`src/hdl/assert_macros.svh`:
```
// ----------------------------------------------------------------------------
// assert_macros
// Assertion helpers shared by the compensation block.
// ----------------------------------------------------------------------------
// Each macro expects clk and rst to be visible where it is used.
`ifndef ASSERT_MACROS_SVH
`define ASSERT_MACROS_SVH

// Consequence must hold in the same cycle as the antecedent.
`define BPC_ASSERT_IMM(name, ante, cons) \
  name: assert property (@(posedge clk) disable iff (rst) (ante) |-> (cons)) \
    else $error("assertion failed");

// Consequence must hold in the cycle after the antecedent.
`define BPC_ASSERT_NXT(name, ante, cons) \
  name: assert property (@(posedge clk) disable iff (rst) (ante) |=> (cons)) \
    else $error("assertion failed");

`endif

```
`src/hdl/bpc_pkg.sv`:
```
// ----------------------------------------------------------------------------
// bpc_pkg
// Shared types and constants of the barometric pressure compensation block.
// ----------------------------------------------------------------------------
`timescale 1ns / 1ps

package bpc_pkg;

  // APB address width: six 32-bit registers at byte offsets 0 to 20.
  localparam int ADDR_W = 5;
  localparam int DATA_W = 32;

  // Number of register stages in the arithmetic pipeline.
  localparam int STAGES = 10;

  typedef enum logic [2:0] {
    REG_C1 = 3'd0,
    REG_C2 = 3'd1,
    REG_C3 = 3'd2,
    REG_C4 = 3'd3,
    REG_C5 = 3'd4,
    REG_C6 = 3'd5
  } reg_idx_t;

  // Calibration words as seen by the datapath.
  typedef struct packed {
    logic [15:0] c1;
    logic [15:0] c2;
    logic [15:0] c3;
    logic [15:0] c4;
    logic [15:0] c5;
    logic [15:0] c6;
  } coef_t;

endpackage

```
`src/hdl/bpc_regs.sv`:
```
// ----------------------------------------------------------------------------
// bpc_regs
// APB register file holding the six calibration words.
// ----------------------------------------------------------------------------
`timescale 1ns / 1ps

module bpc_regs (
  input  logic                       clk,
  input  logic                       rst,
  input  logic                       psel,
  input  logic                       penable,
  input  logic                       pwrite,
  input  logic [bpc_pkg::ADDR_W-1:0] paddr,
  input  logic [bpc_pkg::DATA_W-1:0] pwdata,
  output logic [bpc_pkg::DATA_W-1:0] prdata,
  output logic                       pready,
  output bpc_pkg::coef_t             coefs
);

  logic       wr_en;
  logic [2:0] idx;

  assign pready = 1'b1;
  assign wr_en  = psel && penable && pwrite;
  assign idx    = paddr[bpc_pkg::ADDR_W-1:2];

  always_ff @(posedge clk) begin
    if (rst) begin
      coefs <= '0;
    end else if (wr_en) begin
      case (idx)
        bpc_pkg::REG_C1: coefs.c1 <= pwdata[15:0];
        bpc_pkg::REG_C2: coefs.c2 <= pwdata[15:0];
        bpc_pkg::REG_C3: coefs.c3 <= pwdata[15:0];
        bpc_pkg::REG_C4: coefs.c4 <= pwdata[15:0];
        bpc_pkg::REG_C5: coefs.c5 <= pwdata[15:0];
        bpc_pkg::REG_C6: coefs.c6 <= pwdata[15:0];
        default: ;
      endcase
    end
  end

  always_comb begin
    case (idx)
      bpc_pkg::REG_C1: prdata = {16'b0, coefs.c1};
      bpc_pkg::REG_C2: prdata = {16'b0, coefs.c2};
      bpc_pkg::REG_C3: prdata = {16'b0, coefs.c3};
      bpc_pkg::REG_C4: prdata = {16'b0, coefs.c4};
      bpc_pkg::REG_C5: prdata = {16'b0, coefs.c5};
      bpc_pkg::REG_C6: prdata = {16'b0, coefs.c6};
      default:         prdata = '0;
    endcase
  end

endmodule

```
`config.mk`:
```
export PLATFORM = sky130hd
export DESIGN_NAME = bpc_regs
export DESIGN_NICKNAME = d
export VERILOG_FILES = /design/src/hdl/assert_macros.svh /design/src/hdl/bpc_pkg.sv /design/src/hdl/bpc_regs.sv
export SDC_FILE = /design/constraint.sdc
export NUM_CORES = 1
export LEC_CHECK = 0
export BUFFER_PORTS_ARGS = -buffer_cell sky130_fd_sc_hd__clkbuf_2
export CAP_MARGIN = 20
export CORE_MARGIN = 4
export CORE_UTILIZATION = 46
export CTS_BUF_LIST = sky130_fd_sc_hd__clkbuf_4
export CTS_CLUSTER_DIAMETER = 30
export CTS_CLUSTER_SIZE = 14
export DETAILED_ROUTE_END_ITERATION = 12
export GPL_TIMING_DRIVEN = 0
export PLACE_DENSITY = 0.79
export SLEW_MARGIN = 20
export SYNTH_ARGS = -nofsm -noshare
export SYNTH_HDL_FRONTEND = slang
export SYNTH_SLANG_ARGS = --single-unit
```
`constraint.sdc`:
```
create_clock -name clk -period 1.2 [get_ports clk]
set_clock_uncertainty 0.1 [all_clocks]
set_input_delay 0.06 -clock clk [delete_from_list [all_inputs] [get_ports clk]]
set_output_delay 0.06 -clock clk [all_outputs]
set_load 0.03 [all_outputs]
```
==> run_results.csv <==
group,metric,value,unit
global_routing,grt_overflow_total,0,
final_layout,finish.instance_area,0.00739,mm²
detailed_routing,final_antenna_net_count,0,
detailed_routing,vias_per_cell,5.40,
worst_setup_path,critPathLaunch,"coefs[90]",
final_layout,final_nets,717,
detailed_routing,drt-initial-drc-count,216,
global_routing,grt_util_all_layers,27.8,%
place,io_buffers,134,
cts,h-tree-depth,3,
worst_setup_path,crit_required,1.04,ns
outcome,status,"finished, violations left",
worst_hold_path,min-delay-start,"rst",
worst_hold_path,hold_class,"in2reg",
job,drv_cap,0,
synth,ys_async_sr_fraction,0,%
cts,cts_tree,"done",
worst_setup_path,crit_type,"reg2out",
place,placed_area,0.00576,mm²
synth,synth_area_leaders,"dfxtp_1 (41%), mux2i_1 (24%), nand2b_1 (15%)",
synth,ys_types,27,
final_layout,fin_cells,812,
final_layout,n_antenna_cell,0,
worst_setup_path,crit_path_cell_trace,"mux2_4 -> a221oi_4 -> a21oi_2 -> clkbuf_8",
global_routing,grt_pass1_wl,24800,µm
worst_setup_path,cp.arrival,1.59,ns
cts,numCtsBuffers,9,
power_and_ir_drop,leakage,3.67,nW
synth,synth_top_area_share,40.8,%
synth,synth_area_per_cell,10.5,µm²
global_routing,antenna_found_initial,0,
synth,synthTopCellsByCount,"mux2i_1 (114), nand2b_1 (112), dfxtp_1 (96), buf_4 (24), mux2_2 (23)",
final_layout,multi_input_area,0.00276,mm²
synth,synth-seq-area-share,40.8,%
sta,fin_crit,1.75,ns
floorplanning,rows,36,
power_and_ir_drop,ir_worst_vdd,0.724,mV
detailed_routing,dr_total_vias,4385,
floorplanning,ioPinCount,171,
final_layout,largest_reg_flops,96,
floorplanning,die-area,0.0119,mm²
floorplanning,start_util,47.8,%
power_and_ir_drop,power_density,817,mW/mm²
synth,syn_inst,448,
global_routing,grt_pass1_vias,4476,
worst_setup_path,crit_path_start_kind,"flip-flop",
place,pre_cts_slack,-0.567,ns
floorplanning,fp.dieH,109,µm
cts,cts_num_sinks,96,
place,place_congestion,0.841,
sta,fin_ws,-0.547,ns
worst_setup_path,slowest_stage,"dfxtp_2",
worst_hold_path,min_path_cells,3,
synth,synth_edf_count,0,
synth,yosysWarnings,0,
final_layout,drive_gt1_share,58.5,%
sta,period_share,146,%
worst_setup_path,cpPeakStageDelay,0.35,ns
final_layout,top_regs,"coefs: 96 flops",
final_layout,seq_area,0.00205,mm²
worst_setup_path,r2r_cells,5,
worst_setup_path,r2r-start,"coefs[55]",
detailed_routing,wl,17200,µm
place,dp_hpwl,10500,µm
sta,rsz0062_at_grt,"yes",
final_layout,top_register,"coefs",
cts,cts_max_path_buffers,2,
detailed_routing,avgRoutedWirePerCell,21.2,µm
global_routing,grt_max_degree,16,
detailed_routing,drc,0,
final_layout,n_fill_cell,647,
detailed_routing,first_pass_iters,5,
outcome,violations,"negative setup slack",
final_layout,areaGrowthSynthToFinish,56.9,%
synth,yosysMostFrequentCell,"mux2i_1",
power_and_ir_drop,fin_total_pwr,6.04,mW
final_layout,final_util,75.0,%
sta,max_freq,572,MHz
cts,cts_root_buffer,"clkbuf_4",
sta,setup_viol,42,
sta,finalHoldViolCount,0,
synth,synth_top_cell_by_area,"dfxtp_1",
cts,path_clk_slew,0.15,ns
worst_setup_path,critical_path.endpoint_type,"output pin",
cts,clkLatencyLatePin,0.45,ns
synth,ys_ff_latch,96,
sta,timing.slew.headroom,55.6,%
sta,drv_slew,0,
synth,synth_ff_type,"dfxtp_1",
place,placed_cells,730,
floorplanning,core_area,0.00986,mm²
worst_setup_path,critical_path.max_fanout,2,
synth,netlist_area,0.00471,mm²
floorplanning,die_w,109,µm
sta,worstMarginPinSlew,0.667,ns
cells in the final DEF (no fill, tap or decap), types with 2 or more instances in the layout:
| cell type | count |
|---|---|
| mux2i_1 | 111 |
| dlygate4sd3_1 | 16 |
| nand2_2 | 11 |
| nand2b_1 | 112 |
| mux2_2 | 15 |
| conb_1 | 17 |
| dfxtp_2 | 94 |
| dfxtp_4 | 2 |
| clkbuf_4 | 28 |
| mux2_4 | 8 |
| buf_8 | 29 |
| clkbuf_1 | 12 |
| a32oi_1 | 4 |
| clkbuf_2 | 25 |
| and2b_1 | 3 |
| buf_4 | 80 |
| a221oi_2 | 2 |
| a21oi_2 | 3 |
| clkbuf_8 | 14 |
| buf_2 | 10 |
| bufinv_16 | 2 |
| a22oi_2 | 5 |
| a22oi_1 | 2 |
| mux2i_2 | 3 |
| o21ai_2 | 4 |
| o221ai_4 | 2 |
| nand2_4 | 2 |
| o221ai_2 | 7 |
| buf_6 | 44 |
layer usage:
| metal | share of wire, % | global-route usage [%] | wire (µm) | up-vias |
|---|---|---|---|---|
| met5 | 0 | 0 | 0 | - |
| met4 | 3.8 | 11.7 | 659 | 0 |
| met1 | 41 | 34.5 | 6980 | 2127 |
| met3 | 8.0 | 5.98 | 1370 | 54 |
| met2 | 48 | 46.5 | 8180 | 241 |
| li1 | - | - | - | 1963 |
metrics by stage:
step / TNS, ns / hold WS [ns]
2_1_floorplan: 0 / 0.213
3_3_place_gp: -20.26 / 0.344
3_5_place_dp: -21.70 / 0.360
4_1_cts: -7.37 / 0.0734
5_1_grt: -9.42 / 0.103
6_report: -7.91 / 0.0602
path summary, 6_finish.rpt:
| path | to | slack [ns] |
|---|---|---|
| hold / removal | coefs[5] | 0.06 |
| hold reg to reg | coefs[72] | 0.39 |
| setup reg to reg | coefs[55] | 0.16 |
| setup / recovery | prdata[10] | -0.55 |
power by group:
| group | internal [mW] | switching, mW | leakage (nW) |
|---|---|---|---|
| Clock | 0.862 | 1.11 | 0.0829 |
| Combinational | 0.346 | 0.495 | 2.76 |
| Sequential | 3.21 | 0.0221 | 0.823 |
| Total | 4.42 | 1.62 | 3.67 |
area by class of cell:
cell class / count / share of cell area (%)
clock inverter: 5 / 1.10
timing repair buffer: 201 / 26.1
clock buffer: 10 / 1.02
inverter: 1 / 0.0508
tap: 133 / 2.25
multi-input combinational: 318 / 37.3
sequential: 96 / 27.7
buffer: 48 / 4.48
worst max-delay path: cells and delay by family (launching register included):
kind,cells,cell delay [ns]
mux,1,0.28
flops,1,0.35
compound gates,2,0.33
buf+inv,1,0.17
logic make-up (layout without fill, tap and decap cells):
logic type | after synthesis | count (layout) | share of synthesized area (%)
compound gates | 30 | 30 | 4.83
other cells | 2 | 17 | 0.159
flops | 96 | 96 | 40.8
simple gates | 134 | 134 | 17.7
buf+inv | 49 | 265 | 6.77
mux | 137 | 137 | 29.7
what timing repair did:
| action | in CTS | in global routing |
|---|---|---|
| hold buffers | 16 | 0 |
| gates resized for setup | 243 | 153 |
| endpoints found under the hold margin | 96 | 0 |
| pin swaps | 4 | 2 |
| setup buffers | 32 | 32 |
| endpoints found under the setup margin | 89 | 107 |
Note: power is estimated with default switching activity, not from simulation.
